===== src/hw/rtl/sync_length_crc8_deframer_unit_macros.svh =====
// assertion macros shared by the deframer rtl
// needs signals named clock and reset in the module that uses them
`ifndef SYNC_LENGTH_CRC8_DEFRAMER_UNIT_MACROS_SVH
`define SYNC_LENGTH_CRC8_DEFRAMER_UNIT_MACROS_SVH

// same-cycle implication, skipped while reset is high
`define SLCD_ASSERT_IMPLY(lbl, ante, cons, msg) \
   lbl: assert property (@(posedge clock) disable iff (reset) (ante) |-> (cons)) \
      else $error(msg);

// next-cycle implication, skipped while reset is high
`define SLCD_ASSERT_NEXT(lbl, ante, cons, msg) \
   lbl: assert property (@(posedge clock) disable iff (reset) (ante) |=> (cons)) \
      else $error(msg);

`endif


===== src/hw/rtl/slcd_pkg.sv =====
// shared constants and types of the sync / length / crc-8 deframer
// no dependencies
`timescale 1ns / 1ps
`default_nettype none

package slcd_pkg;

   localparam logic [7:0] SYNC_HI  = 8'h24;
   localparam logic [7:0] SYNC_LO  = 8'h40;
   localparam logic [7:0] CRC_INIT = 8'hFF;
   localparam logic [7:0] CRC_POLY = 8'h07;

   localparam int WIN_LEN   = 12;
   localparam int HDR_LEN   = 8;
   localparam int BUF_BYTES = 4096;

   localparam int FILL_W = 4;
   localparam int IDX_W  = 3;
   localparam int LEFT_W = 16;
   localparam int PLEN_W = 12;
   localparam int TS_W   = 64;

   localparam int REQ_W = 72;
   localparam int RSP_W = 144;

   // command to the crc unit
   typedef struct packed {
      logic       init;
      logic       step;
      logic [7:0] data;
   } crc_ctrl_type;

endpackage

`default_nettype wire


===== src/hw/rtl/sync_length_crc8_deframer_unit.sv =====
// top level of the sync / length / crc-8 deframer
// depends on slcd_pkg, slcd_crc8 and sync_length_crc8_deframer_unit_macros.svh
//
// channel  dir  width  contents (lowest bits first)
// req_     in   72     tdata: rx_byte[7:0], time_stamp[71:8]
// rsp_     out  144    tdata: version, sequence, msg type, payload length,
//                      payload byte, echo time, zero fill; tuser: kind; tlast
//
// hunting bytes are taken whenever offered; a payload byte waits only
// for the single output register to drain
// a complete 12-byte window runs its 8 header bytes through the crc unit,
// one header byte per cycle, then moves to a check state, where a passing
// header waits for the output register
// a rejected window drops its sync byte in the check state, then rescans,
// shifting out one byte per cycle until the window is empty or opens with
// sync high (then sync low, if present), with req_tready low throughout
// reset (synchronous, active high) empties the window and returns to hunting
`timescale 1ns / 1ps
`default_nettype none

`include "sync_length_crc8_deframer_unit_macros.svh"

module sync_length_crc8_deframer_unit
   import slcd_pkg::*;
(
   input  wire logic             clock,
   input  wire logic             reset,
   // input byte stream
   input  wire logic             req_tvalid,
   output logic                  req_tready,
   input  wire logic [REQ_W-1:0] req_tdata,   // rx_byte[7:0], time_stamp[71:8]
   // result stream
   output logic                  rsp_tvalid,
   input  wire logic             rsp_tready,
   output logic [RSP_W-1:0]      rsp_tdata,   // hdr_version[7:0], hdr_sequence[23:8],
                                              // hdr_msg_type[55:24],
                                              // payload_length[67:56],
                                              // payload_byte[75:68],
                                              // echo_time[139:76], zero[143:140]
   output logic [0:0]            rsp_tuser,   // result_kind[0]: 0 header, 1 payload
   output logic                  rsp_tlast    // last_of_frame
);

   // sequencer states
   localparam logic [2:0] ST_HUNT    = 3'd0;
   localparam logic [2:0] ST_CRC     = 3'd1;
   localparam logic [2:0] ST_CHECK   = 3'd2;
   localparam logic [2:0] ST_RESCAN  = 3'd3;
   localparam logic [2:0] ST_PAYLOAD = 3'd4;

   localparam int HDR_FLD_W = 8 + 16 + 32 + PLEN_W;

   // sequencer and window state
   logic [2:0]        state_ff, state_in;
   logic [FILL_W-1:0] fill_ff, fill_in;
   logic [IDX_W-1:0]  idx_ff, idx_in;
   logic [LEFT_W-1:0] left_ff, left_in;
   logic [7:0]        win_ff [WIN_LEN];
   logic [7:0]        win_in [WIN_LEN];
   logic [TS_W-1:0]   ts_ff, ts_in;

   // output register
   logic              rsp_valid_ff, rsp_valid_in;
   logic [RSP_W-1:0]  rsp_data_ff, rsp_data_in;
   logic              rsp_kind_ff, rsp_kind_in;
   logic              rsp_last_ff, rsp_last_in;

   // datapath signals
   logic [7:0]        rx_byte;
   logic [TS_W-1:0]   time_stamp;
   logic              req_acc;
   logic              out_free;
   logic [15:0]       frame_len;
   logic [LEFT_W-1:0] pay_len;
   logic              len_ok;
   logic              hdr_pass;
   logic              hdr_load;
   logic [7:0]        crc_byte;
   logic [7:0]        crc_value;
   logic [LEFT_W-1:0] left_dec;
   logic [HDR_FLD_W-1:0] hdr_fields;
   crc_ctrl_type      crc_ctrl;

   assign rx_byte    = req_tdata[7:0];
   assign time_stamp = req_tdata[71:8];

   // output slot is free when empty or being drained this cycle
   assign out_free   = !rsp_valid_ff || rsp_tready;
   assign req_tready = (state_ff == ST_HUNT) || ((state_ff == ST_PAYLOAD) && out_free);
   assign req_acc    = req_tvalid && req_tready;

   // header checks on the full window
   assign frame_len = {win_ff[2], win_ff[3]};
   assign pay_len   = frame_len - LEFT_W'(HDR_LEN);
   assign len_ok    = (frame_len >= 16'(HDR_LEN)) &&
                      (({1'b0, frame_len} + 17'd4) <= 17'(BUF_BYTES));
   assign hdr_pass  = len_ok && (crc_value == win_ff[5]);
   assign hdr_load  = (state_ff == ST_CHECK) && hdr_pass && out_free;

   // header byte for this crc pass, crc byte itself counted as zero
   assign crc_byte  = (idx_ff == IDX_W'(1)) ? 8'h00 : win_ff[FILL_W'(4) + FILL_W'(idx_ff)];
   assign left_dec  = left_ff - LEFT_W'(1);

   assign hdr_fields = {pay_len[PLEN_W-1:0],
                        win_ff[8], win_ff[9], win_ff[10], win_ff[11],
                        win_ff[6], win_ff[7],
                        win_ff[4]};

   always_comb begin
      state_in     = state_ff;
      fill_in      = fill_ff;
      idx_in       = idx_ff;
      left_in      = left_ff;
      win_in       = win_ff;
      ts_in        = ts_ff;
      rsp_valid_in = rsp_valid_ff && !rsp_tready;
      rsp_data_in  = rsp_data_ff;
      rsp_kind_in  = rsp_kind_ff;
      rsp_last_in  = rsp_last_ff;
      crc_ctrl     = '0;
      crc_ctrl.data = crc_byte;

      case (state_ff)
         ST_HUNT: begin
            if (req_acc) begin
               if (fill_ff == '0) begin
                  // only a sync high byte may open the window
                  if (rx_byte == SYNC_HI) begin
                     win_in[0] = rx_byte;
                     fill_in   = FILL_W'(1);
                  end
               end else if (fill_ff == FILL_W'(1)) begin
                  if (rx_byte == SYNC_LO) begin
                     win_in[1] = rx_byte;
                     fill_in   = FILL_W'(2);
                  end else if (rx_byte != SYNC_HI) begin
                     fill_in   = '0;
                  end
               end else begin
                  win_in[fill_ff] = rx_byte;
                  fill_in         = fill_ff + FILL_W'(1);
                  if (fill_ff == FILL_W'(WIN_LEN - 1)) begin
                     // window complete: start the crc pass
                     ts_in         = time_stamp;
                     idx_in        = '0;
                     crc_ctrl.init = 1'b1;
                     state_in      = ST_CRC;
                  end
               end
            end
         end
         ST_CRC: begin
            crc_ctrl.step = 1'b1;
            idx_in        = idx_ff + IDX_W'(1);
            if (idx_ff == IDX_W'(HDR_LEN - 1)) begin
               state_in = ST_CHECK;
            end
         end
         ST_CHECK: begin
            if (!hdr_pass) begin
               // reject: drop the sync byte and rescan the rest
               for (int k = 0; k < WIN_LEN - 1; k++) begin
                  win_in[k] = win_ff[k + 1];
               end
               fill_in  = fill_ff - FILL_W'(1);
               state_in = ST_RESCAN;
            end else if (out_free) begin
               rsp_valid_in = 1'b1;
               rsp_kind_in  = 1'b0;
               rsp_last_in  = (pay_len == '0);
               rsp_data_in  = {4'h0, ts_ff, 8'h00, hdr_fields};
               fill_in      = '0;
               left_in      = pay_len;
               state_in     = (pay_len == '0) ? ST_HUNT : ST_PAYLOAD;
            end
         end
         ST_RESCAN: begin
            if ((fill_ff == '0) ||
                ((win_ff[0] == SYNC_HI) &&
                 ((fill_ff < FILL_W'(2)) || (win_ff[1] == SYNC_LO)))) begin
               state_in = ST_HUNT;
            end else begin
               for (int k = 0; k < WIN_LEN - 1; k++) begin
                  win_in[k] = win_ff[k + 1];
               end
               fill_in = fill_ff - FILL_W'(1);
            end
         end
         ST_PAYLOAD: begin
            if (req_acc) begin
               rsp_valid_in = 1'b1;
               rsp_kind_in  = 1'b1;
               rsp_last_in  = (left_dec == '0);
               rsp_data_in  = {4'h0, time_stamp, rx_byte, HDR_FLD_W'(0)};
               left_in      = left_dec;
               if (left_dec == '0) begin
                  state_in = ST_HUNT;
               end
            end
         end
         default: begin
            state_in = ST_HUNT;
            fill_in  = '0;
         end
      endcase
   end

   always_ff @(posedge clock) begin
      if (reset) begin
         state_ff     <= ST_HUNT;
         fill_ff      <= '0;
         idx_ff       <= '0;
         left_ff      <= '0;
         rsp_valid_ff <= 1'b0;
      end else begin
         state_ff     <= state_in;
         fill_ff      <= fill_in;
         idx_ff       <= idx_in;
         left_ff      <= left_in;
         rsp_valid_ff <= rsp_valid_in;
      end
   end

   // window and result payload carry no reset
   always_ff @(posedge clock) begin
      win_ff      <= win_in;
      ts_ff       <= ts_in;
      rsp_data_ff <= rsp_data_in;
      rsp_kind_ff <= rsp_kind_in;
      rsp_last_ff <= rsp_last_in;
   end

   slcd_crc8 u_crc (
      .clock     (clock),
      .reset     (reset),
      .crc_ctrl  (crc_ctrl),
      .crc_value (crc_value)
   );

   assign rsp_tvalid   = rsp_valid_ff;
   assign rsp_tdata    = rsp_data_ff;
   assign rsp_tuser[0] = rsp_kind_ff;
   assign rsp_tlast    = rsp_last_ff;

   // window alignment while hunting
   `SLCD_ASSERT_IMPLY(a_hunt_sync_hi, (state_ff == ST_HUNT) && (fill_ff != '0),
                      win_ff[0] == SYNC_HI, "hunt window does not open with sync high")
   `SLCD_ASSERT_IMPLY(a_hunt_sync_lo, (state_ff == ST_HUNT) && (fill_ff >= FILL_W'(2)),
                      win_ff[1] == SYNC_LO, "hunt window lacks sync low")
   // crc pass only runs over a full window
   `SLCD_ASSERT_IMPLY(a_crc_full, state_ff == ST_CRC, fill_ff == FILL_W'(WIN_LEN),
                      "crc pass on partial window")
   // accepted header empties the window
   `SLCD_ASSERT_NEXT(a_hdr_clear, hdr_load,
                     (fill_ff == '0) && rsp_valid_ff && !rsp_kind_ff,
                     "header transaction did not reset window")
   // final payload byte returns to hunting
   `SLCD_ASSERT_NEXT(a_last_hunt,
                     req_acc && (state_ff == ST_PAYLOAD) && (left_ff == LEFT_W'(1)),
                     (state_ff == ST_HUNT) && rsp_tlast, "frame end not followed by hunt")

endmodule

`default_nettype wire


===== src/hw/rtl/slcd_crc8.sv =====
// crc-8 accumulator, polynomial 0x07, msb first, one byte per step
// depends on slcd_pkg
`timescale 1ns / 1ps
`default_nettype none

module slcd_crc8
   import slcd_pkg::*;
(
   input  wire logic         clock,
   input  wire logic         reset,
   input  wire crc_ctrl_type crc_ctrl,
   output logic [7:0]        crc_value
);

   logic [7:0] acc_ff;
   logic [7:0] acc_in;

   function automatic logic [7:0] crc_byte_step(input logic [7:0] acc, input logic [7:0] din);
      logic [7:0] a;
      a = acc ^ din;
      for (int b = 0; b < 8; b++) begin
         if (a[7]) begin
            a = {a[6:0], 1'b0} ^ CRC_POLY;
         end else begin
            a = {a[6:0], 1'b0};
         end
      end
      return a;
   endfunction

   always_comb begin
      acc_in = acc_ff;
      if (reset || crc_ctrl.init) begin
         acc_in = CRC_INIT;
      end else if (crc_ctrl.step) begin
         acc_in = crc_byte_step(acc_ff, crc_ctrl.data);
      end
   end

   always_ff @(posedge clock) begin
      acc_ff <= acc_in;
   end

   assign crc_value = acc_ff;

endmodule

`default_nettype wire


===== config.mk =====
export PLATFORM = sky130hd
export DESIGN_NAME = sync_length_crc8_deframer_unit
export DESIGN_NICKNAME = d
export VERILOG_FILES = /design/src/hw/rtl/slcd_pkg.sv /design/src/hw/rtl/sync_length_crc8_deframer_unit.sv /design/src/hw/rtl/slcd_crc8.sv
export VERILOG_INCLUDE_DIRS = /design/src /design/src/hw/rtl
export SDC_FILE = /design/constraint.sdc
export NUM_CORES = 1
export LEC_CHECK = 0
export BUFFER_PORTS_ARGS = -buffer_cell sky130_fd_sc_hd__buf_2
export CORE_ASPECT_RATIO = 0.6
export CORE_MARGIN = 2
export CORE_UTILIZATION = 44
export CTS_CLUSTER_SIZE = 40
export DETAILED_ROUTE_END_ITERATION = 7
export SLEW_MARGIN = 20
export SYNTH_ARGS = -nofsm -noshare
export SYNTH_HDL_FRONTEND = slang
export SYNTH_SLANG_ARGS = --single-unit

===== constraint.sdc =====
create_clock -name clock -period 12.7 [get_ports clock]
set_clock_uncertainty 0.1 [all_clocks]
set_input_delay 1.905 -clock clock [delete_from_list [all_inputs] [get_ports clock]]
set_output_delay 1.905 -clock clock [all_outputs]
set_load 0.02 [all_outputs]

# After elaboration in Yosys (flattened, before gate mapping)
# Index checks and enable logic that the tools add are counted.
[classes]
n_reduce_logical = 31
div_mod_pow = 0
addsub = 7
n_eq_ne = 31
bitwise = 14
n_lt_le_gt_ge = 6
shifts = 0
muxes = 93
n_mul = 0
[op_table]
columns = ["cell", "n"]
rows = [
  ["two-way mux 144 bit", 3],
  ["one-hot mux 144 bit (2 select lines)", 1],
  ["two-way mux 88 bit", 3],
  ["one-hot mux 88 bit (3 select lines)", 1],
  ["two-way mux 8 bit", 23],
  ["bitwise mux 96 bit", 1],
  ["two-way mux 96 bit", 1],
  ["two-way mux 80 bit", 1],
  ["two-way mux 3 bit", 23],
  ["two-way mux 16 bit", 3],
  ["two-way mux 4 bit", 9],
  ["binary-select mux 8 bit (select 4 bit)", 1],
  ["demux 8 bit (select 4 bit)", 1],
  ["zero test 16 bit", 2],
  ["one-hot mux 16 bit (2 select lines)", 1],
  ["NOT 3 bit", 8],
  ["AND reduction 6 bit", 4],
  ["inequality test 2 bit, second input constant", 10],
  ["adder 16 x 3 -> 17 bit, second input constant", 1],
  ["less-or-equal comparator 17 x 13 -> 1 bit, second input constant", 1],
  ["== test 8 x 6 -> 1 bit, second input constant", 2],
  ["== test 8 x 7 -> 1 bit, second input constant", 2],
  [">= comparator 16 x 4 -> 1 bit, second input constant", 1],
  ["one-hot mux 4 bit (4 select lines)", 1],
  ["38 further kinds", 78],
]
[totals]
romBits = 0
mem_count = 0
ram_bits = 0
ff_bits = 341
out_inout_bits = 148
latchBits = 0

# Logic depth before layout (Yosys ltp)
# Gate-level depths: netlist of run 1.
[logic_depth]
depth_word = 37
depth_mapped = 11
depth_no_buf = 10

# Cells and area by module
# From an unflattened synthesis of run 1, not the netlist that was laid out.
[unflattened]
hier_cells = 1248
hier_area_um2 = 15508.6
[modules_own_cells]
columns = ["mod", "cells_each", "area_each_um2", "instances"]
rows = [
  ["sync_length_crc8_deframer_unit", 1196, 14933.1, 1],
  ["slcd_crc8", 52, 575.6, 1],
]

# Least setup slack after synthesis of run 1
# OpenSTA, ideal clock, no wires.
[synth_path]
path_kind = "input port to flip-flop"
startpoint = "in req_tvalid"
endpoint = "reg u_crc.acc_ff[0], in the netlist u_crc.crc_value[0]"
slack_ps = 6672
arrival_ps = 5833
n_path_buf = 0
required_time_ps = 12505
path_stages = 4
path_cell_list = "nand3_1 > nor2_1 > nor2_1 > o211ai_1"
[synth_between]
elab_chain_len = 4
[synth_rtl]
columns = ["item", "line_no", "rtl"]
rows = [
  ["start, declared", "sync_length_crc8_deframer_unit.sv:29", "input wire logic req_tvalid,"],
  ["logical AND 1 bit", "sync_length_crc8_deframer_unit.sv:90", "assign req_acc = req_tvalid && req_tready;"],
  ["two-way mux 1 bit", "sync_length_crc8_deframer_unit.sv:125", "if (req_acc) begin"],
  ["two-way mux 1 bit", "sync_length_crc8_deframer_unit.sv:123", "case (state_ff)"],
  ["logical OR 1 bit", "slcd_crc8.sv:33", "if (reset || crc_ctrl.init) begin"],
  ["end signal, assigned", "slcd_crc8.sv:41", "acc_ff <= acc_in;"],
  ["end, declared", "slcd_crc8.sv:15", "logic [7:0] acc_ff;"],
]
# Every way passes these cells.
# A chain may end at the register's enable or synchronous reset.

# Final worst setup path of run 1
[layout_path]
startpoint = "in rsp_tready"
endpoint = "out req_tready"
[layout_between]
elab_chain_len = 3
[layout_rtl]
columns = ["item", "line_no", "rtl"]
rows = [
  ["start, declared", "sync_length_crc8_deframer_unit.sv:34", "input wire logic rsp_tready,"],
  ["logical OR 1 bit", "sync_length_crc8_deframer_unit.sv:88", "assign out_free = !rsp_valid_ff || rsp_tready;"],
  ["logical AND 1 bit", "sync_length_crc8_deframer_unit.sv:89", "assign req_tready = (state_ff == ST_HUNT) || ((state_ff == ST_PAYLOAD) && out_free);"],
  ["logical OR 1 bit", "sync_length_crc8_deframer_unit.sv:89", ""],
  ["end, declared", "sync_length_crc8_deframer_unit.sv:30", "output logic req_tready,"],
]
# Every way passes these cells.

==> out/qor.txt, run 1 <==
die area: 35900 sq um
Post-synth ARST share: 0%
cts repair resizes: 0
Synth Cell Area: 15100 sq um
initial core utilization: 44.7%
dominant cells by area after synthesis: edfxtp_1 60%, nand2_1 7.2%, dfxtp_1 4.6%
DR pass1 iterations: 6
total track usage: 22.4%
register area share after synthesis: 64.7%
total CTS buffers: 35
CTS Hold Buffers Added: 0
Yosys reg bits: 337
Std-Cell Rows: 52
Synth Flop Type: edfxtp_1
share of the synthesized area in the top cell type: 60.1%
CP Launch Type: primary input
GR Overflow Total: 0
Final Cell Area: 17700 sq um
Vias: 10800
Total Routed Length: 41.0 mm
first-pass GRT wire length: 61.9 mm
Post-synth EDFFs: 302
Final WS setup: 8140 ps
cell leakage power: 6.52 nW
Yosys Warn Count: 0
critical path data required time: 10690 ps
CTS tree: done
largest net degree at the start of global routing: 174
max-slew violation count: 0
# clock sinks: 337
Longest Clk Path Bufs: 3
post-CTS setup buffer count: 0
PwrDens: 138 nW/um^2
VDD IR-drop max: 0.0952 mV
worst hold-check path type: reg2reg
Final Hold Viols: 0
period utilization: 35.9%
Yosys cell types: 72
syn_area_per_cell: 12.0 sq um
Worst Path Max Fanout: 3
Filler cells: 2925
Top Ports: 224
port buffer count: 219
minimum clock period: 4560 ps
crit path capture type: primary output
RePlAce Congestion: 0.913
CTS Root Buffer Type: clkbuf_16
f_max: 219 MHz
initial antenna violation count: 2
vias in the first global route: 9881
worst slack at placement: 8140 ps
Area after DPL: 16500 sq um
unrepaired setup endpoints after global routing: no
fin util: 52.5%
Synth area leader: edfxtp_1
Final #Nets: 1523
H-Tree Level Count: 2
status: completed
Setup TNS: 0 ps
total power: 2.45 mW
dpl hpwl: 27.6 mm
Worst Path Class, Setup: in2out
antenna viol nets, final: 0
setup violators final: 0
clock latency on the worst-skew pair: 530 ps
share of post-route cells with drive strength above 1: 21.8%
Die Wd: 243 um
detailed-route DRC error count: 0
Die H: 147 um
CORE AREA: 33800 sq um
worst-margin pin slew: 1110 ps
Area growth syn-to-layout: 17.4%
worst relative slew slack: 26.0%
WL/cell: 21.3 um
Post-Synthesis Cells: 1254
Clock transition at path regs: 60 ps
Crit path arrival time: 2560 ps
max capacitance violation total: 0
vias per inst: 5.61
Initial DRC Count: 1298
[synth_stat cells (19+ instances only)]
cell type / count
xor2_1: 19
a21oi_1: 35
and2_1: 62
edfxtp_1: 302
nand2_1: 288
xnor2_1: 25
a22o_1: 48
clkbuf_1: 66
nor3_1: 22
o21ai_0: 62
nor2_1: 61
dfxtp_1: 35
[per-layer routing]
layer  global-route usage (%)  part of all wire [%]  wire length, um
met3                     7.15                    12             4850
met1                     36.6                    48            19700
met2                     28.7                    39            16000
met4                     3.99                   1.2              479
met5                        0                     0                0
[final timing paths]
kind                                  from              to  slack (ps)  depth (start not counted)
worst max-delay path            rsp_tready      req_tready        8140                          4
worst min-delay path            left_ff[7]      left_ff[7]         370                          2
worst max register to register  win_ff[51]  hdr_fields[53]        8710                          7
worst min register to register  left_ff[7]      left_ff[7]         370                          2
[cell families (layout without fill, tap and decap cells)]
group	after synthesis	count (layout)	share of synthesized area, %
XOR/XNOR	44	44	2.55
adder cells (fa/ha/maj)	11	11	0.912
AND/OR/NAND/NOR	516	516	15.8
other	1	7	0.0248
AO/OA/AOI/OAI	225	225	10.6
multiplexers	19	19	2.62
buffers and inverters	101	306	2.79
flip-flops	337	337	64.7
[report_power, final]
part	internal [mW]	switching (mW)
Combinational	0.0445	0.0866
Clock	0.624	0.436
Sequential	1.23	0.0266
Total	1.90	0.549
[critical path: stages]
cell and delay [ps]:
buf_2 100, nor2b_1 170, a21boi_0 140, buf_2 240
[metrics by stage]
step           hold WS (ps)  cells
3_5_place_dp            351   1857
3_3_place_gp            343   1857
6_report                365   1924
5_1_grt                 382   1922
2_1_floorplan           332   1257
4_1_cts                 360   1920
[placed cells by master (no fill, tap or decap), drive strengths merged, types with 3 or more instances in the layout]
| cell | n |
|---|---|
| nor2 | 61 |
| a211oi | 5 |
| nand3 | 9 |
| ha | 11 |
| a22oi | 12 |
| xnor2 | 25 |
| or3 | 4 |
| bufinv | 5 |
| o2111ai | 3 |
| buf | 226 |
| clkinv | 14 |
| diode | 3 |
| xor2 | 19 |
| clkbuf | 41 |
| nand4 | 6 |
| a22o | 48 |
| conb | 4 |
| edfxtp | 302 |
| o211ai | 7 |
| and2 | 62 |
| o21ai | 64 |
| a32o | 15 |
| a21oi | 36 |
| or4 | 4 |
| nor4 | 13 |
| mux4 | 16 |
| nor3 | 23 |
| nor2b | 7 |
| nor4b | 6 |
| a31oi | 11 |
| and3 | 17 |
| nand2 | 289 |
| dfxtp | 35 |
| inv | 19 |
| nand2b | 8 |
[sequential cells by signal, indices dropped and copies added (netlist names)]
signal           count
left_ff             16
rsp_tlast            1
u_crc.crc_value      8
idx_ff               3
rsp_tdata          140
rsp_tvalid           1
state_ff             3
win_ff              24
rsp_tuser            1
frame_len           16
hdr_fields          56
fill_ff              4
ts_ff               64
[area by class of cell]
type | instances | area [sq um] | area share, %
Antenna cell | 3 | 7.51 | 0.0424
Clock buffer | 41 | 920 | 5.19
Clock inverter | 22 | 250 | 1.41
Inverter | 17 | 63.8 | 0.360
Multi-Input combinational cell | 819 | 4950 | 27.9
Sequential cell | 337 | 9770 | 55.2
Tap cell | 459 | 574 | 3.24
Timing Repair Buffer | 226 | 1180 | 6.67
Power figures use the tool's default switching activity.
==> run 2, diff against run 1 <==
--- a/config.mk
+++ b/config.mk
@@ -6,12 +6,14 @@
 export SDC_FILE = /design/constraint.sdc
 export NUM_CORES = 1
 export LEC_CHECK = 0
+export ABC_AREA = 1
 export BUFFER_PORTS_ARGS = -buffer_cell sky130_fd_sc_hd__buf_2
 export CORE_ASPECT_RATIO = 0.6
 export CORE_MARGIN = 2
 export CORE_UTILIZATION = 44
 export CTS_CLUSTER_SIZE = 40
 export DETAILED_ROUTE_END_ITERATION = 7
+export PLACE_DENSITY = 0.66
 export SLEW_MARGIN = 20
 export SYNTH_ARGS = -nofsm -noshare
 export SYNTH_HDL_FRONTEND = slang
==> constraint.sdc (replaced) <==
create_clock -name clock -period 3.8 [get_ports clock]
set_clock_uncertainty 0.1 [all_clocks]
set_input_delay 0.57 -clock clock [delete_from_list [all_inputs] [get_ports clock]]
set_output_delay 0.57 -clock clock [all_outputs]
set_load 0.02 [all_outputs]
==> run 2 against run 1 <==
Critical path depth grew 11. Core utilization about the same. Power rose to 6.5 times the previous value. Critical path type is now reg2reg. Clock-buffer cell count fell by 1. Die area increased by 2.7%. Register-to-register slack worse by 8200 ps.
==> out/qor.txt, run 2 <==
status: completed
syn_area_per_cell: 9.58 sq um
VDD IR-drop max: 0.351 mV
Yosys Warn Count: 0
Setup TNS: 0 ps
Buf/Inv on CP: 3
Yosys reg bits: 337
max reg flops: 140
total power: 15.9 mW
vias in the first global route: 11300
top routing layer in use: met5
die area: 36800 sq um
Worst Path Class, Setup: reg2reg
max-slew violation count: 0
worst hold start: req_tdata[13]
Area growth syn-to-layout: 18.0%
post-CTS setup buffer count: 0
H-Tree Level Count: 2
Post-synth ARST share: 0%
vias per inst: 5.42
Filler cells: 3216
CTS Hold Buffers Added: 0
Synth Flop Type: edfxtp_1
CP cell instances: ha_1 > nand2_1 > inv_1 > nand2_1 > nand2_1 > nor2_1 > nand2_1 > nor2_1 > nand3_1 > nand2_1 > nand2_2 > o21ai_4 > nand2_4 > inv_6 > buf_4
met2 routed WL: 18.2 mm
clock latency on the worst-skew pair: 540 ps
Slowest Stage Delay on Critical Path: 450 ps
cell depth of the worst flop-to-flop path: 15
minimum clock period: 3290 ps
Clock transition at path regs: 70 ps
Synth area leader: edfxtp_1
DR pass1 iterations: 5
Top Ports: 224
f_max: 304 MHz
port buffer count: 219
Final Hold Viols: 0
# clock sinks: 337
crit-path most repeated cell: nand2_1
total CTS buffers: 34
Die Wd: 246 um
dominant cells by area after synthesis: edfxtp_1 58%, nand2_1 11%, nor2_1 5.2%
Post-Synthesis Cells: 1620
GR Overflow Total: 0
crit path capture type: register
Hold Path Stages: 1
CORE AREA: 34900 sq um
top cells by count, synth: 459 x nand2_1, 302 x edfxtp_1, 214 x nor2_1, 182 x inv_1, 89 x o22ai_1
unrepaired setup endpoints after global routing: no
Longest Clk Path Bufs: 3
share of the synthesized area in the top cell type: 58.4%
Crit path arrival time: 3400 ps
metal3 WL: 5.76 mm
WL/cell: 19.6 um
Yosys cell types: 38
dpl hpwl: 32.8 mm
initial core utilization: 44.5%
Crit path max-delay family: simple AND/OR/NAND/NOR gates
setup violators final: 0
Worst Setup SP: frame_len[3]
RePlAce Congestion: 0.964
Worst Path Max Fanout: 27
first-pass GRT wire length: 68.1 mm
commonest non-fill, non-tap cell in the layout: nand2_1
Total Routed Length: 45.8 mm
PwrDens: 869 nW/um^2
slowest cell on the critical path: edfxtp_1
detailed-route DRC error count: 0
critical path data required time: 3910 ps
Synth Cell Area: 15500 sq um
worst hold-check path type: in2reg
initial antenna violation count: 0
cell leakage power: 7.68 nW
Antenna Cells: 0
Std-Cell Rows: 53
share of post-route cells with drive strength above 1: 16.8%
Initial DRC Count: 1672
Final #Nets: 1930
CTS Root Buffer Type: clkbuf_16
Die H: 149 um
Post-synth EDFFs: 302
RR Startpoint: frame_len[3]
Vias: 12700
CP Depth: 15
cts repair resizes: 0
worst-margin pin slew: 963 ps
total track usage: 24.4%
register area share after synthesis: 63.0%
CP Launch Type: register
R2R Setup Slk: 510 ps
commonest non-fill, non-tap cells in the layout: 459 x nand2_1, 302 x edfxtp_1, 219 x buf_2
antenna viol nets, final: 0
Worst Hold End: ts_ff[5]
max capacitance violation total: 0
worst relative slew slack: 35.8%
period utilization: 86.5%
largest net degree at the start of global routing: 88
reg-to-reg endpoint: rsp_tdata[102]
met1 wire length: 21.1 mm
CTS tree: done
top-count cell post-synth: nand2_1
==> run 2: power by group <==
| group | internal (mW) | switching, mW |
|---|---|---|
| Clock | 1.90 | 1.44 |
| Sequential | 5.50 | 0.555 |
| Combinational | 1.82 | 4.70 |
==> run 2: cells by family (layout without fill, tap and decap cells) <==
kind of cell | count (synthesis) | count (layout) | synth area share [%]
buffers and inverters | 246 | 491 | 6.18
xor gates and xnor gates | 32 | 32 | 1.81
adders and majority gates | 11 | 11 | 0.887
DFF | 337 | 337 | 63.0
and+or+nand+nor | 781 | 781 | 20.2
other | 1 | 4 | 0.0242
AOI/OAI and AO/OA | 212 | 212 | 7.96
==> run 2: worst max-delay path by stage <==
stage / to / slack [ps]
finish: rsp_tdata[102] / 510
global route: rsp_tdata[102] / 350
CTS: rsp_tdata[102] / 610
detailed placement: rsp_tdata[23] / 630
global placement: rsp_tdata[95] / 660
floorplan: u_crc.crc_value[0] / 40
==> run 2: final cells by class <==
class	instances	area, sq um	share of cell area, %
sequential	337	9770	53.4
multi-input combinational	1040	4830	26.4
timing repair buffer	245	1340	7.33
clock buffer	40	895	4.89
inverter	185	699	3.82
tap	467	584	3.19
clock inverter	21	190	1.04
==> run 2: layer usage <==
layer	GRT usage, %	vias to the layer above
li1	-	5864
met1	38.5	5997
met2	32.4	745
met3	7.41	55
met4	5.03	2
met5	1.34	-
==> run 2: stage by stage <==
step | hold WS (ps) | cell area (sq um) | setup WS (ps) | cells | utilization [%]
floorplan | 361 | 15500 | 36.5 | 1623 | -
global placement | 388 | 17200 | 661 | 2274 | 49.4
detailed placement | 396 | 17200 | 628 | 2274 | 49.4
CTS | 118 | 18300 | 614 | 2335 | 52.5
global route | 119 | 18300 | 346 | 2335 | 52.5
finish | 135 | 18300 | 512 | 2335 | 52.5
==> run 3, diff against run 2 <==
--- a/config.mk
+++ b/config.mk
@@ -11,6 +11,7 @@
 export CORE_ASPECT_RATIO = 0.6
 export CORE_MARGIN = 2
 export CORE_UTILIZATION = 44
+export CTS_BUF_LIST = sky130_fd_sc_hd__clkbuf_16
 export CTS_CLUSTER_SIZE = 40
 export DETAILED_ROUTE_END_ITERATION = 7
 export PLACE_DENSITY = 0.66
==> run 3 against run 2 <==
Final area unchanged. Wire length increased by 0.13%. Global-route usage unchanged. Power about the same. Die area unchanged. Worst hold slack about the same. Non-clock buffer count unchanged. Sequential share of layout area unchanged. Core utilization unchanged. Via count about the same. Maximum frequency increased by 0.32%.
==> out/qor.txt, run 3 (synthesis results as in run 2) <==
CORE AREA: 34900 sq um
Worst Hold End: ts_ff[5]
Filler cells: 3216
fin util: 52.5%
Final #Nets: 1930
commonest non-fill, non-tap cell in the layout: nand2_1
total CTS buffers: 34
CP cell instances: ha_1 > nand2_1 > inv_1 > nand2_1 > nand2_1 > nor2_1 > nand2_1 > nor2_1 > nand3_1 > nand2_1 > nand2_2 > o21ai_4 > nand2_4 > inv_6 > buf_4
CTS Root Buffer Type: clkbuf_16
Final Hold Viols: 0
antenna viol nets, final: 0
commonest non-fill, non-tap cells in the layout: 459 x nand2_1, 302 x edfxtp_1, 219 x buf_2
worst-margin pin slew: 955 ps
Initial DRC Count: 1671
# clock sinks: 337
worst hold-check path type: in2reg
Slowest Stage Delay on Critical Path: 440 ps
max reg flops: 140
Std-Cell Rows: 53
worst relative slew slack: 36.4%
f_max: 305 MHz
Hold Path Stages: 1
vias in the first global route: 11300
setup violators final: 0
reg-to-reg endpoint: rsp_tdata[102]
dpl hpwl: 32.8 mm
RePlAce Congestion: 0.964
Die Wd: 246 um
die area: 36800 sq um
Longest Clk Path Bufs: 3
Worst Path Max Fanout: 27
H-Tree Level Count: 2
DR pass1 iterations: 6
max capacitance violation total: 0
R2R Setup Slk: 520 ps
Final WS setup: 522 ps
WL/cell: 19.6 um
Top Ports: 224
post-CTS setup buffer count: 0
minimum clock period: 3280 ps
Antenna Cells: 0
share of post-route cells with drive strength above 1: 16.8%
clock latency on the worst-skew pair: 540 ps
Worst Path Class, Setup: reg2reg
initial core utilization: 44.5%
cell depth of the worst flop-to-flop path: 15
GR Overflow Total: 0
RR Startpoint: frame_len[3]
vias per inst: 5.42
worst slack at placement: 628 ps
largest net degree at the start of global routing: 88
initial antenna violation count: 0
cts repair resizes: 0
CTS tree: done
total track usage: 24.4%
detailed-route DRC error count: 0
Vias: 12700
PwrDens: 869 nW/um^2
Clock transition at path regs: 70 ps
critical path data required time: 3910 ps
worst hold start: req_tdata[13]
first-pass GRT wire length: 68.1 mm
crit path capture type: register
Total Routed Length: 45.8 mm
Die H: 149 um
Setup TNS: 0 ps
max-slew violation count: 0
cell leakage power: 7.70 nW
CP Launch Type: register
crit-path most repeated cell: nand2_1
status: completed
Area growth syn-to-layout: 18.0%
port buffer count: 219
Crit path arrival time: 3390 ps
VDD IR-drop max: 0.351 mV
slowest cell on the critical path: edfxtp_1
unrepaired setup endpoints after global routing: no
CTS Hold Buffers Added: 0
period utilization: 86.3%
## run 3: cell count changes in the layout (fill, tap and decap cells not counted), sizes merged
| cell | previous run | this run |
|---|---|---|
| clkbuf | 40 | 35 |
| inv | 186 | 191 |
## run 3: metrics by stage
stage / instances / total power [mW] / area (sq um) / hold WS (ps)
2_1_floorplan: 1623 / 10.3 / 15500 / 361
3_3_place_gp: 2274 / 12.4 / 17200 / 388
3_5_place_dp: 2274 / 12.4 / 17200 / 396
4_1_cts: 2335 / 15.8 / 18300 / 118
5_1_grt: 2335 / 16.9 / 18300 / 119
6_report: 2335 / 15.9 / 18300 / 136
## run 3: cell type report
cell class	count	area, sq um	area share (%)
Multi-Input combinational cell	1040	4830	26.4
Sequential cell	337	9770	53.4
Clock inverter	26	209	1.14
Inverter	185	699	3.82
Clock buffer	35	876	4.78
Timing Repair Buffer	245	1340	7.33
Tap cell	467	584	3.19
## run 3: metal layers
| layer | vias to the layer above | part of all wire (%) | global-route usage (%) |
|---|---|---|---|
| met1 | 6024 | 46 | 38.5 |
| met2 | 712 | 40 | 32.4 |
| li1 | 5864 | - | - |
| met4 | 2 | 1.5 | 5.03 |
| met3 | 56 | 12 | 7.41 |
| met5 | - | 0.15 | 1.34 |
## run 3: power by group
part           leakage, nW  internal [mW]  total (mW)  switching [mW]
Sequential            3.08           5.50        6.06           0.554
Combinational         4.07           1.82        6.51            4.70
Clock                0.552           1.89        3.33            1.44
## run 3: critical path: cells and delay by family, from the launching register on
family	cells	cell delay [ps]
AND/OR/NAND/NOR	10	1170
buffers and inverters	3	730
flip-flops	1	440
adder cells (fa/ha/maj)	1	230
AO/OA/AOI/OAI	1	230
## run 3: worst max-delay path by stage
stage	start	endpoint	slack [ps]
after floorplan	state_ff[1]	u_crc.crc_value[0]	40
after global placement	frame_len[3]	rsp_tdata[95]	660
after detailed placement	frame_len[3]	rsp_tdata[23]	630
after CTS	frame_len[3]	rsp_tdata[102]	610
after global routing	frame_len[3]	rsp_tdata[102]	350
final	frame_len[3]	rsp_tdata[102]	520
